`config.mk`:
```
export PLATFORM = sky130hd
export DESIGN_NAME = lamp_power_mode_controller_top
export DESIGN_NICKNAME = d
export VERILOG_FILES = /design/src/hdl/lpmc_pkg.sv /design/src/hdl/lamp_power_mode_controller_top.sv /design/src/hdl/lpmc_div.sv
export SDC_FILE = /design/constraint.sdc
export NUM_CORES = 1
export LEC_CHECK = 0
export BUFFER_PORTS_ARGS = -buffer_cell sky130_fd_sc_hd__buf_2
export CAP_MARGIN = 25
export CORE_MARGIN = 3
export CORE_UTILIZATION = 42
export CTS_CLUSTER_SIZE = 8
export DETAILED_ROUTE_END_ITERATION = 7
export PLACE_DENSITY = 0.66
export SYNTH_ARGS = -nofsm -noshare
export SYNTH_HDL_FRONTEND = slang
export SYNTH_SLANG_ARGS = --single-unit
export TNS_END_PERCENT = 30
```
`constraint.sdc`:
```
create_clock -name i_clk -period 9.3 [get_ports i_clk]
set_clock_uncertainty 0.05 [all_clocks]
set_input_delay 0.465 -clock i_clk [delete_from_list [all_inputs] [get_ports i_clk]]
set_output_delay 0.465 -clock i_clk [all_outputs]
set_load 0.02 [all_outputs]
```
`src/hdl/lpmc_pkg.sv`:
```
// Types and constants of the lamp power-mode controller.
// No dependencies; imported by every module of the block.
package lpmc_pkg;

    localparam int DIM_W   = 8;
    localparam int SLEEP_W = 24;
    localparam int PAUSE_W = 16;
    localparam int CFG_W   = 24;

    localparam int BEACON_PERIOD_DEF = 500;

    localparam logic [PAUSE_W-1:0] PAUSE_RELOAD_RST = 16'd400;
    localparam logic [SLEEP_W-1:0] SLEEP_TOTAL_RST  = 24'h100000;
    localparam logic [DIM_W-1:0]   DIM_RST          = 8'd255;

    typedef enum logic [2:0] {
        MODE_RUN           = 3'd0,
        MODE_PAUSE         = 3'd1,
        MODE_ENTER_STANDBY = 3'd2,
        MODE_STANDBY       = 3'd3,
        MODE_LEAVE_STANDBY = 3'd4,
        MODE_ENTER_SLEEP   = 3'd5,
        MODE_SLEEP         = 3'd6
    } t_mode;

    typedef enum logic [2:0] {
        OP_TICK       = 3'd0,
        OP_ACTIVITY   = 3'd1,
        OP_MODE_REQ   = 3'd2,
        OP_SET_SERVER = 3'd3,
        OP_SETUP_OK   = 3'd4,
        OP_SET_DIM    = 3'd5
    } t_op;

    typedef enum logic [1:0] {
        LINK_SEARCH   = 2'd0,
        LINK_IDENTIFY = 2'd1,
        LINK_READY    = 2'd2
    } t_link;

    typedef enum logic {
        CFG_PAUSE_RELOAD = 1'b0,
        CFG_SLEEP_TOTAL  = 1'b1
    } t_cfg_idx;

    typedef enum logic {
        ST_IDLE   = 1'b0,
        ST_DIVIDE = 1'b1
    } t_state;

    typedef struct packed {
        logic       busy;
        logic       done;
    } t_div_stat;

    typedef struct packed {
        logic [2:0] operation;
        logic [2:0] requested_mode;
        logic [7:0] server_address;
        logic [7:0] dim_value;
    } t_item;

    typedef struct packed {
        logic [2:0] current_mode;
        logic       running_flag;
        logic [7:0] dim_level_out;
        logic       beacon_fire;
        logic [1:0] beacon_kind;
        logic       beacon_broadcast;
        logic [7:0] beacon_dest;
    } t_result;

endpackage

```
`src/hdl/lamp_power_mode_controller_top.sv`:
```
// Lamp power-mode controller: modes, sleep fade, pause countdown, beacon timer.
// Depends on lpmc_pkg and lpmc_div.
//
// Input channel i_in_valid/o_in_ready carries one beat per operation (tick,
// activity, mode request, set server, setup ok, set dim). Every beat yields
// exactly one result beat on o_out_valid/i_out_ready, registered: the result
// is shown the cycle after the input beat is taken.
// Throughput: one beat per cycle for every operation, except a tick that
// enters sleep at a nonzero dim level. That tick starts the serial divider
// (one quotient bit per cycle over the 24-bit sleep total), and the input
// stays not ready until the sleep step is stored.
// The output register holds one result; while it is full and the receiver
// stalls, o_in_ready is low, so no result is dropped.
// Configuration: i_cfg_we writes pause_reload (index 0) or sleep_total
// (index 1) at once; write only while no result is outstanding.
// Reset (i_rst_n low at a clock edge) restores all mode, dim, timer and
// link state and both registers to their defaults; no result is pending.
module lamp_power_mode_controller_top
    import lpmc_pkg::*;
#(
    parameter int BEACON_PERIOD = BEACON_PERIOD_DEF
) (
    input  logic             i_clk,
    input  logic             i_rst_n,
    input  logic             i_in_valid,
    output logic             o_in_ready,
    input  t_item            i_in,
    output logic             o_out_valid,
    input  logic             i_out_ready,
    output t_result          o_out,
    input  logic             i_cfg_we,
    input  logic             i_cfg_index,
    input  logic [CFG_W-1:0] i_cfg_data
);

    localparam int BEACON_W = $clog2(BEACON_PERIOD + 1);
    localparam logic [BEACON_W-1:0] BEACON_RELOAD = BEACON_W'(BEACON_PERIOD);

    t_state               r_state, n_state;
    t_mode                r_mode, n_mode;
    t_mode                r_saved_mode, n_saved_mode;
    logic [DIM_W-1:0]     r_dim, n_dim;
    logic [DIM_W-1:0]     r_saved_dim, n_saved_dim;
    logic                 r_running, n_running;
    logic [SLEEP_W-1:0]   r_sleep_cnt, n_sleep_cnt;
    logic [SLEEP_W-1:0]   r_sleep_step, n_sleep_step;
    logic [PAUSE_W-1:0]   r_pause_cnt, n_pause_cnt;
    logic [BEACON_W-1:0]  r_beacon_cnt, n_beacon_cnt;
    t_link                r_link, n_link;
    logic [7:0]           r_server, n_server;
    logic [PAUSE_W-1:0]   r_pause_reload;
    logic [SLEEP_W-1:0]   r_sleep_total;
    logic                 r_out_valid, n_out_valid;
    t_result              r_out, n_out;

    logic                 w_in_fire;
    logic                 w_div_start;
    t_div_stat            w_div_stat;
    logic [SLEEP_W-1:0]   w_div_quo;
    logic [SLEEP_W-1:0]   w_cnt_inc;
    logic [DIM_W-1:0]     w_dim_dec;

    assign o_in_ready = (r_state == ST_IDLE) && (!r_out_valid || i_out_ready);
    assign w_in_fire  = i_in_valid && o_in_ready;
    assign w_cnt_inc  = r_sleep_cnt + 1'b1;
    assign w_dim_dec  = r_dim - 1'b1;

    lpmc_div u_div (
        .i_clk      (i_clk),
        .i_rst_n    (i_rst_n),
        .i_start    (w_div_start),
        .i_dividend (r_sleep_total),
        .i_divisor  (r_dim),
        .o_stat     (w_div_stat),
        .o_quotient (w_div_quo)
    );

    always_comb begin
        n_state      = r_state;
        n_mode       = r_mode;
        n_saved_mode = r_saved_mode;
        n_dim        = r_dim;
        n_saved_dim  = r_saved_dim;
        n_running    = r_running;
        n_sleep_cnt  = r_sleep_cnt;
        n_sleep_step = r_sleep_step;
        n_pause_cnt  = r_pause_cnt;
        n_beacon_cnt = r_beacon_cnt;
        n_link       = r_link;
        n_server     = r_server;
        n_out_valid  = r_out_valid;
        n_out        = r_out;
        w_div_start  = 1'b0;

        if (r_out_valid && i_out_ready) begin
            n_out_valid = 1'b0;
        end

        n_out.beacon_fire      = 1'b0;
        n_out.beacon_kind      = '0;
        n_out.beacon_broadcast = 1'b0;
        n_out.beacon_dest      = '0;

        case (r_state)
            ST_IDLE: begin
                if (w_in_fire) begin
                    case (t_op'(i_in.operation))
                        OP_TICK: begin
                            case (r_mode)
                                MODE_RUN: begin
                                    n_running = 1'b1;
                                end
                                MODE_PAUSE: begin
                                    n_running = 1'b0;
                                end
                                MODE_ENTER_STANDBY: begin
                                    n_saved_dim = r_dim;
                                    n_dim       = '0;
                                    n_running   = 1'b0;
                                    n_mode      = MODE_STANDBY;
                                end
                                MODE_LEAVE_STANDBY: begin
                                    n_dim     = r_saved_dim;
                                    n_running = 1'b1;
                                    n_mode    = r_saved_mode;
                                end
                                MODE_ENTER_SLEEP: begin
                                    n_sleep_cnt = '0;
                                    if (r_dim == '0) begin
                                        n_running = 1'b0;
                                        n_mode    = MODE_STANDBY;
                                    end else begin
                                        w_div_start = 1'b1;
                                        n_state     = ST_DIVIDE;
                                        n_saved_dim = r_dim;
                                        n_mode      = MODE_SLEEP;
                                    end
                                end
                                MODE_SLEEP: begin
                                    if (w_cnt_inc == r_sleep_step) begin
                                        n_sleep_cnt = '0;
                                        n_dim       = w_dim_dec;
                                        if (w_dim_dec == '0) begin
                                            n_mode    = MODE_STANDBY;
                                            n_running = 1'b0;
                                        end
                                    end else begin
                                        n_sleep_cnt = w_cnt_inc;
                                    end
                                end
                                default: begin
                                end
                            endcase

                            if (r_beacon_cnt == '0) begin
                                n_beacon_cnt           = BEACON_RELOAD;
                                n_out.beacon_fire      = 1'b1;
                                n_out.beacon_kind      = r_link;
                                n_out.beacon_broadcast = (r_link == LINK_SEARCH);
                                n_out.beacon_dest      = r_server;
                            end else begin
                                n_beacon_cnt = r_beacon_cnt - 1'b1;
                            end

                            if (r_pause_cnt != '0) begin
                                n_pause_cnt = r_pause_cnt - 1'b1;
                                if (r_pause_cnt == PAUSE_W'(1)) begin
                                    n_mode = r_saved_mode;
                                end
                            end
                        end
                        OP_ACTIVITY: begin
                            if (r_pause_cnt != '0) begin
                                n_pause_cnt = r_pause_reload;
                            end
                            if (r_mode != MODE_PAUSE) begin
                                n_saved_mode = r_mode;
                                n_mode       = MODE_PAUSE;
                                n_pause_cnt  = r_pause_reload;
                            end
                        end
                        OP_MODE_REQ: begin
                            if (i_in.requested_mode inside {[MODE_RUN:MODE_SLEEP]}) begin
                                n_mode = t_mode'(i_in.requested_mode);
                            end
                        end
                        OP_SET_SERVER: begin
                            n_server = i_in.server_address;
                            n_link   = LINK_IDENTIFY;
                        end
                        OP_SETUP_OK: begin
                            n_link = LINK_READY;
                        end
                        OP_SET_DIM: begin
                            n_dim = i_in.dim_value;
                        end
                        default: begin
                        end
                    endcase

                    n_out_valid         = 1'b1;
                    n_out.current_mode  = n_mode;
                    n_out.running_flag  = n_running;
                    n_out.dim_level_out = n_dim;
                end else begin
                    n_out = r_out;
                end
            end
            ST_DIVIDE: begin
                n_out = r_out;
                if (w_div_stat.done) begin
                    n_sleep_step = w_div_quo;
                    n_state      = ST_IDLE;
                end
            end
            default: begin
                n_out   = r_out;
                n_state = ST_IDLE;
            end
        endcase
    end

    always_ff @(posedge i_clk) begin
        if (!i_rst_n) begin
            r_state <= ST_IDLE;
        end else begin
            r_state <= n_state;
        end
    end

    always_ff @(posedge i_clk) begin
        if (!i_rst_n) begin
            r_mode         <= MODE_RUN;
            r_saved_mode   <= MODE_RUN;
            r_dim          <= DIM_RST;
            r_saved_dim    <= '0;
            r_running      <= 1'b1;
            r_sleep_cnt    <= '0;
            r_sleep_step   <= '0;
            r_pause_cnt    <= '0;
            r_beacon_cnt   <= BEACON_RELOAD;
            r_link         <= LINK_SEARCH;
            r_server       <= '0;
            r_out_valid    <= 1'b0;
        end else begin
            r_mode         <= n_mode;
            r_saved_mode   <= n_saved_mode;
            r_dim          <= n_dim;
            r_saved_dim    <= n_saved_dim;
            r_running      <= n_running;
            r_sleep_cnt    <= n_sleep_cnt;
            r_sleep_step   <= n_sleep_step;
            r_pause_cnt    <= n_pause_cnt;
            r_beacon_cnt   <= n_beacon_cnt;
            r_link         <= n_link;
            r_server       <= n_server;
            r_out_valid    <= n_out_valid;
        end
        r_out <= n_out;
    end

    always_ff @(posedge i_clk) begin
        if (!i_rst_n) begin
            r_pause_reload <= PAUSE_RELOAD_RST;
            r_sleep_total  <= SLEEP_TOTAL_RST;
        end else if (i_cfg_we) begin
            case (t_cfg_idx'(i_cfg_index))
                CFG_PAUSE_RELOAD: r_pause_reload <= i_cfg_data[PAUSE_W-1:0];
                CFG_SLEEP_TOTAL:  r_sleep_total  <= i_cfg_data[SLEEP_W-1:0];
                default: begin
                end
            endcase
        end
    end

    assign o_out_valid = r_out_valid;
    assign o_out       = r_out;

endmodule

```
`src/hdl/lpmc_div.sv`:
```
// Serial restoring divider: sleep step = sleep total / dim level.
// One quotient bit per cycle; depends on lpmc_pkg.
module lpmc_div
    import lpmc_pkg::*;
(
    input  logic               i_clk,
    input  logic               i_rst_n,
    input  logic               i_start,
    input  logic [SLEEP_W-1:0] i_dividend,
    input  logic [DIM_W-1:0]   i_divisor,
    output t_div_stat          o_stat,
    output logic [SLEEP_W-1:0] o_quotient
);

    localparam int CNT_W = $clog2(SLEEP_W);

    logic               r_busy, n_busy;
    logic               r_done, n_done;
    logic [CNT_W-1:0]   r_count, n_count;
    logic [SLEEP_W-1:0] r_quo, n_quo;
    logic [DIM_W-1:0]   r_rem, n_rem;
    logic [DIM_W-1:0]   r_den, n_den;
    logic [DIM_W:0]     w_trial;
    logic [DIM_W:0]     w_diff;
    logic               w_ge;

    assign w_trial = {r_rem, r_quo[SLEEP_W-1]};
    assign w_diff  = w_trial - {1'b0, r_den};
    assign w_ge    = (w_trial >= {1'b0, r_den});

    always_comb begin
        n_busy  = r_busy;
        n_done  = 1'b0;
        n_count = r_count;
        n_quo   = r_quo;
        n_rem   = r_rem;
        n_den   = r_den;
        if (i_start) begin
            n_busy  = 1'b1;
            n_count = CNT_W'(SLEEP_W - 1);
            n_quo   = i_dividend;
            n_rem   = '0;
            n_den   = i_divisor;
        end else if (r_busy) begin
            n_quo = {r_quo[SLEEP_W-2:0], w_ge};
            n_rem = w_ge ? w_diff[DIM_W-1:0] : w_trial[DIM_W-1:0];
            if (r_count == '0) begin
                n_busy = 1'b0;
                n_done = 1'b1;
            end else begin
                n_count = r_count - 1'b1;
            end
        end
    end

    always_ff @(posedge i_clk) begin
        if (!i_rst_n) begin
            r_busy  <= 1'b0;
            r_done  <= 1'b0;
            r_count <= '0;
        end else begin
            r_busy  <= n_busy;
            r_done  <= n_done;
            r_count <= n_count;
        end
        r_quo <= n_quo;
        r_rem <= n_rem;
        r_den <= n_den;
    end

    assign o_stat.busy = r_busy;
    assign o_stat.done = r_done;
    assign o_quotient  = r_quo;

endmodule

```
==> results of run 1 <==
-- synth_stat cells, types with 7 or more instances --
library cell / instances
nand2_1: 294
dfxtp_1: 163
nor2_1: 102
o21ai_0: 85
a21boi_0: 83
clkbuf_1: 71
a21oi_1: 60
edfxtp_1: 56
inv_1: 48
nand3_1: 39
and2_1: 33
nor3_1: 32
xnor2_1: 24
xor2_1: 22
nand4_1: 21
nor2b_1: 21
a31oi_1: 18
ha_1: 17
nor4_1: 17
or3_1: 17
a21o_1: 16
nand2b_1: 13
and3_1: 12
a22oi_1: 11
a211oi_1: 9
buf_2: 9
mux2i_1: 8
o211ai_1: 8
nand3b_1: 7
or4_1: 7
-- per-layer routing --
metal | vias to the layer above | track usage, % | routed length [µm]
li1 | 5070 | - | -
met1 | 4643 | 27.67 | 13870
met2 | 253 | 31.33 | 13560
met3 | 44 | 2.972 | 1513
met4 | 0 | 5.935 | 651
met5 | - | 0 | 0
-- worst max path at each step --
stage | start | endpoint | slack [ns] | depth (start not counted)
2_1_floorplan | r_sleep_cnt[0]$_SDFFE_PN0P_ | o_out[15]$_DFFE_PP_ | 5.92 | 12
3_5_place_dp | r_sleep_cnt[0]$_SDFFE_PN0P_ | r_sleep_cnt[13]$_SDFFE_PN0P_ | 5.01 | 11
6_report | r_sleep_cnt[0]$_SDFFE_PN0P_ | r_sleep_cnt[15]$_SDFFE_PN0P_ | 5.05 | 11
5_1_grt | r_sleep_cnt[0]$_SDFFE_PN0P_ | r_sleep_cnt[15]$_SDFFE_PN0P_ | 4.66 | 11
3_3_place_gp | r_sleep_cnt[0]$_SDFFE_PN0P_ | r_sleep_cnt[17]$_SDFFE_PN0P_ | 5.14 | 10
4_1_cts | r_sleep_cnt[0]$_SDFFE_PN0P_ | r_sleep_cnt[17]$_SDFFE_PN0P_ | 5.01 | 10
-- cells by family (layout without fill, tap and decap cells) --
| kind of cell | count (synthesis) | after routing |
|---|---|---|
| buffers and inverters | 139 | 189 |
| and+or+nand+nor | 650 | 650 |
| DFF | 219 | 219 |
| muxes | 8 | 8 |
| adders and majority gates | 18 | 18 |
| AOI/OAI and AO/OA | 344 | 344 |
| xor gates and xnor gates | 46 | 46 |
-- sequential cells by signal, indices dropped and copies added (netlist names), 8 cells and up --
signal	count
r_sleep_step	24
r_dim	8
r_beacon_cnt	9
r_sleep_cnt	24
u_div.r_den	8
r_pause_reload	16
r_pause_cnt	16
r_saved_dim	8
r_server	8
o_out	24
u_div.r_rem	8
u_div.o_quotient	24
r_sleep_total	24
-- power by group --
group	total (mW)	internal, mW	switching, mW
Combinational	0.202	0.0800	0.122
Sequential	1.03	1.01	0.0236
Clock	1.02	0.622	0.396
-- metrics by stage --
| step | area [µm²] | power (mW) | utilization, % |
|---|---|---|---|
| after floorplan | 11640 | 1.188 | - |
| after global placement | 12180 | 1.245 | 44.94 |
| after detailed placement | 12220 | 1.249 | 45.08 |
| after CTS | 13080 | 2.271 | 48.28 |
| after global routing | 13100 | 2.345 | 48.33 |
| final | 13100 | 2.249 | 48.33 |
-- layout make-up --
cell class	instances	area share [%]
Timing Repair Buffer	91	3.888
Sequential cell	219	37.75
Inverter	48	1.375
Clock buffer	50	6.620
Tap cell	372	3.553
Multi-Input combinational cell	1066	46.81
-- worst max-delay path: cells and delay by family (launching register included) --
| family | cells | cell delay (ns) |
|---|---|---|
| fa+ha+maj | 1 | 0.33 |
| buf+inv | 1 | 0.26 |
| simple gates | 7 | 2.76 |
| flops | 1 | 0.48 |
| compound gates | 2 | 0.24 |
==> key figures, run 1 <==
Timing
  • Setup TNS Final: 0 ns
  • Setup repair after global routing missed its margin: no
  • Fmax: 235.4 MHz
  • Final worst path period share: 45.68%
  • Final count of pins violating max slew: 0
  • Hold slack: 0.1211 ns
  • Worst slew margin: 31.10%
  • Hold Vio Cnt, Final: 0
  • Final Setup Violations: 0
  • Worst Slack Setup Final: 5.052 ns
  • Worst Tran Pin Value: 1.026 ns
  • Minimum clock period: 4.248 ns

CTS
  • Clock sinks: 219
  • Post-CTS Setup Bufs: 0
  • Clock-pin slew on the worst setup and hold paths: 0.05 ns
  • H-tree depth: 1
  • Hold-fix buffers, CTS: 0
  • Post-CTS sizing: 0
  • Root Buffer: clkbuf_16
  • Bufs on Longest Clock Path: 3
  • Clock latency at the later pin of the worst-skew pair: 0.54 ns
  • CTS tree: yes
  • CTS buffer count: 31

Setup path
  • CP peak stage delay: 0.80 ns
  • CP most frequent cell: nor3_1
  • Reg2Reg Setup Slack: 5.05 ns
  • Critical Path Start Type: flip-flop
  • Worst path cell trace: ha_1 -> nand4_2 -> nor3_4 -> and3_1 -> nor2_1 -> or4b_4 -> nor3_1 -> nor3_1 -> buf_2 -> a31oi_1 -> o21ai_0
  • FF-to-FF End: r_sleep_cnt[15]$_SDFFE_PN0P_
  • Critical Path AT: 4.62 ns
  • Critical path type: reg2reg
  • Worst-path fanout max: 11
  • WP data required: 9.67 ns
  • Critical path's slowest cell: nor3_1
  • Cells on worst reg2reg path: 11
  • RR Startpoint: r_sleep_cnt[0]$_SDFFE_PN0P_
  • Crit. End Element: flip-flop

Yosys
  • Synthesized Nets: 1,494
  • Post-synth EDFFs: 56
  • Synth top area cells: dfxtp_1, edfxtp_1, nand2_1
  • Gate count of the mapped netlist: 1,424
  • Mapped cell area: 11,640 µm²
  • Largest family of logic cells by synthesized area: simple AND/OR/NAND/NOR gates
  • Count of cell types in the netlist: 78
  • Sequential share of the synthesized area: 42.48%
  • Mean Syn Cell Area: 8.174 µm²
  • Yosys warns: 0
  • Post-synthesis async set-or-reset flop share: 0%
  • Post-Synth Adder-Cell Area: 1.999%
  • Flops & latches, synth: 219
  • Ys flop type: dfxtp_1
  • Synth Area in XOR/XNOR: 3.461%
  • Post-synthesis compound-gate area fraction: 19.43%
  • Synth top area share: 28.03%
  • Simple-gate portion of the synthesized area: 27.03%
  • Mux cell area share after synthesis: 0.6880%
  • Post-synth top area cell: dfxtp_1

Finish
  • Register Area: 4945 µm²
  • Area grow syn2layout: 12.53%
  • Most frequent cells in the layout: nand2_1, dfxtp_1, nor2_1
  • Most common cell after layout, fill and taps aside: nand2_1
  • Fill cells: 2,618
  • # nets final: 1,527
  • Final Non-Filler Cells: 1,846
  • Ant. Diodes: 0
  • Multi-input combinational cell area: 6132 µm²
  • Layout cells sized above 1: 10.11%

Drt
  • Post-route DRC: 0
  • Vias: 10,010
  • Detailed router's first-iteration violation count: 726
  • Final wirelength: 29.59 mm
  • Final ANT Viol Nets: 0
  • Vias per cell: 5.423
  • Pre-Repair DR Iteration Count: 5
  • WL per Instance: 16.03 µm

Run status
  • Outcome: completed

Power
  • Peak VDD IR: 0.0001204 V
  • Pwr dens: 171.7 nW/µm²
  • P_leak: 4.937 nW

Floorplan
  • Die height: 172.5 µm
  • Die X: 172.5 µm
  • Initial core utilization: 42.95%
  • IO Pins: 78
  • Die ar.: 29,750 µm²
  • Rows: 60
  • Core ar.: 27,100 µm²

Global route
  • First-pass GRT wire length: 48.24 mm
  • Vias in the first global route: 9,486
  • Initial antenna violation count: 0
  • Largest net degree at the start of global routing: 95
  • Grt total ovfl: 0
  • Gr usage total: 19.67%

Run
  • Max-capacitance violation count: 0

Min path
  • Hold EP: r_pause_reload[7]$_SDFFE_PN1P_
  • Start point of the worst hold path: i_cfg_data[7]
  • HP Class: in2reg
  • Worst Hold Depth: 3

Place
  • # placed instances: 1,795
  • Post-Place Setup Slack: 5.011 ns
  • Hpwl dp: 20.48 mm
  • Port Buf Inserts: 77
  • Final estimated routing congestion in global placement: 0.9318
Note: power is estimated with default switching activity, not from simulation.
==> run 2, diff against run 1 <==
--- a/config.mk
+++ b/config.mk
@@ -11,7 +11,7 @@
 export CORE_UTILIZATION = 42
 export CTS_CLUSTER_SIZE = 8
 export DETAILED_ROUTE_END_ITERATION = 7
-export PLACE_DENSITY = 0.66
+export PLACE_DENSITY = 0.68
 export SYNTH_ARGS = -nofsm -noshare
 export SYNTH_HDL_FRONTEND = slang
 export SYNTH_SLANG_ARGS = --single-unit
==> constraint.sdc (replaced) <==
create_clock -name i_clk -period 3.5 [get_ports i_clk]
set_clock_uncertainty 0.05 [all_clocks]
set_input_delay 0.175 -clock i_clk [delete_from_list [all_inputs] [get_ports i_clk]]
set_output_delay 0.175 -clock i_clk [all_outputs]
set_load 0.02 [all_outputs]
==> key figures, run 2 (same netlist as run 1, synthesis figures left out) <==
Power
  • Peak VDD IR: 0.0003472 V (+190%)
  • P_leak: 5.320 nW (+7.8%)
  • Power, Total: 6.041 mW (+170%)
  • Pwr dens: 436.6 nW/µm² (+150%)

Run
  • Max-capacitance violation count: 0 (unchanged)

Global route
  • Vias in the first global route: 10,189 (+7.4%)
  • Largest net degree at the start of global routing: 61 (-36%)
  • Initial antenna violation count: 0 (unchanged)
  • Grt total ovfl: 0 (unchanged)
  • First-pass GRT wire length: 50.89 mm (+5.5%)
  • Gr usage total: 20.79% (+1.1 points)

Run status
  • Outcome: completed

Setup path
  • Worst path cell trace: ha_2 -> buf_4 -> nand3_1 -> or3_1 -> and2_1 -> a2111oi_4 -> buf_4 -> nand3b_1 -> nor4b_4 -> buf_4 -> a31oi_1 -> o311a_1 -> a21oi_1
  • Buffers & Inverters on Critical Path: 3 (+2)
  • WP data required: 3.84 ns (-5.83 ns)
  • Critical path type: reg2reg
  • Worst-path fanout max: 6 (-5)
  • Worst path top cell family by delay: simple AND/OR/NAND/NOR gates
  • Critical Path Start Type: flip-flop
  • Crit. End Element: flip-flop
  • Critical path's slowest cell: or3_1
  • CP most frequent cell: buf_4
  • CP peak stage delay: 0.39 ns (-0.41 ns)
  • Critical Path AT: 3.66 ns (-0.96 ns)

Drt
  • Detailed router's first-iteration violation count: 788 (+8.5%)
  • Vias: 10,628 (+6.2%)
  • WL per Instance: 16.17 µm (+0.86%)
  • Post-route DRC: 0 (unchanged)
  • Pre-Repair DR Iteration Count: 8 (+3)
  • Final wirelength: 31.12 mm (+5.2%)
  • Vias per cell: 5.521 (+1.8%)
  • Final ANT Viol Nets: 0 (unchanged)

Timing
  • Fmax: 301.8 MHz (+28%)
  • Final count of pins violating max slew: 0 (unchanged)
  • Final worst path period share: 94.66% (+49 points)
  • Worst Slack Setup Final: 0.1870 ns (-4.865 ns)
  • Minimum clock period: 3.313 ns (-0.9350 ns)
  • Worst Tran Pin Value: 1.013 ns (-0.01279 ns)
  • Worst slew margin: 32.34% (+1.2 points)
  • Hold Vio Cnt, Final: 0 (unchanged)
  • Setup TNS Final: 0 ns (unchanged)
  • Final Setup Violations: 0 (unchanged)
  • Setup repair after global routing missed its margin: no

CTS
  • CTS tree: yes
  • Clock-pin slew on the worst setup and hold paths: 0.05 ns (about the same)
  • CTS buffer count: 31 (unchanged)
  • Clock sinks: 219 (unchanged)
  • Bufs on Longest Clock Path: 3 (unchanged)
  • Clock latency at the later pin of the worst-skew pair: 0.57 ns (+0.03 ns)
  • Root Buffer: clkbuf_16
  • H-tree depth: 1 (unchanged)
  • Post-CTS Setup Bufs: 0 (unchanged)

Place
  • Hpwl dp: 21.34 mm (+4.2%)
  • Final estimated routing congestion in global placement: 0.9226 (-0.99%)
  • # placed instances: 1,833 (+2.1%)
  • Port Buf Inserts: 77 (unchanged)
  • Placed cell areas: 12,520 µm² (+2.5%)
  • Post-Place Setup Slack: 0.02543 ns (-4.985 ns)

Floorplan
  • Core ar.: 27,100 µm² (unchanged)
  • Initial core utilization: 42.95% (unchanged)
  • Rows: 60 (unchanged)
  • Die height: 172.5 µm (unchanged)
  • Die X: 172.5 µm (unchanged)
  • IO Pins: 78 (unchanged)
  • Die ar.: 29,750 µm² (unchanged)

Finish
  • Design area: 13,840 µm² (+5.6%)
  • Fill cells: 2,544 (-2.8%)
  • Area grow syn2layout: 18.87%
  • # nets final: 1,603 (+5.0%)
  • Final Non-Filler Cells: 1,925 (+4.3%)
  • Most frequent cells in the layout: nand2_1, dfxtp_1, nor2_1
  • Most common cell after layout, fill and taps aside: nand2_1
  • Layout cells sized above 1: 12.23% (+2.1 points)
  • Ant. Diodes: 0 (unchanged)

Min path
  • HP Class: in2reg
-- run 2: changes by cell type in the layout (fill, tap and decap cells not counted), sizes merged --
cell | previous run | this run
dlygate4sd3 | 0 | 39
inv | 48 | 49
buf | 91 | 128
clkinv | 0 | 1
clkbuf | 50 | 51
-- run 2: repair_timing --
action,in CTS,in global routing
hold endpoints to repair,58,0
endpoints found under the setup margin,1,22
pin swaps,0,1
hold buffers,39,0
resized for setup,1,8
-- run 2: worst paths after layout --
kind | end | cells after the start | start | slack [ns]
max | o_out[21]$_DFFE_PP_ | 13 | r_sleep_cnt[1]$_SDFFE_PN0P_ | 0.19
min reg2reg | r_server[3]$_SDFFE_PN0P_ | 2 | r_server[3]$_SDFFE_PN0P_ | 0.41
max reg2reg | o_out[21]$_DFFE_PP_ | 13 | r_sleep_cnt[1]$_SDFFE_PN0P_ | 0.19
min | o_out[17]$_DFFE_PP_ | 5 | i_in[5] | 0.02
-- run 2: worst reg2reg max path, cell delays in order (launching register included) --
cell	delay, ns
dfxtp_1	0.33
ha_2	0.21
buf_4	0.14
nand3_1	0.15
or3_1	0.39
and2_1	0.21
a2111oi_4	0.35
buf_4	0.16
nand3b_1	0.12
nor4b_4	0.31
buf_4	0.17
a31oi_1	0.08
o311a_1	0.31
a21oi_1	0.14
-- run 2: cell type report --
class | instances | area [µm²] | share of cell area, %
Tap cell | 372 | 465.4 | 3.364
Clock inverter | 2 | 25.02 | 0.1809
Inverter | 48 | 180.2 | 1.302
Clock buffer | 51 | 850.8 | 6.149
Sequential cell | 219 | 4945 | 35.74
Timing Repair Buffer | 167 | 1186 | 8.573
Multi-Input combinational cell | 1066 | 6183 | 44.69
-- run 2: power by group --
| part | internal (mW) | switching (mW) | total [mW] |
|---|---|---|---|
| clock network | 1.63 | 1.09 | 2.72 |
| registers | 2.67 | 0.0600 | 2.73 |
| logic | 0.245 | 0.340 | 0.584 |
-- run 2: through the flow --
step | util [%] | hold WS (ns)
3_3_place_gp | 46.19 | 0.3516
2_1_floorplan | - | 0.2490
6_report | 51.05 | 0.02180
3_5_place_dp | 46.19 | 0.3533
4_1_cts | 50.89 | 0.007247
5_1_grt | 51.05 | 0.06177
-- run 2: per-layer routing --
layer | vias to the layer above | track usage [%] | part of all wire [%]
li1 | 5232 | - | -
met5 | - | 0 | 0
met4 | 0 | 6.803 | 3.2
met1 | 5015 | 28.57 | 46
met2 | 300 | 33.62 | 46
met3 | 81 | 3.246 | 5.2
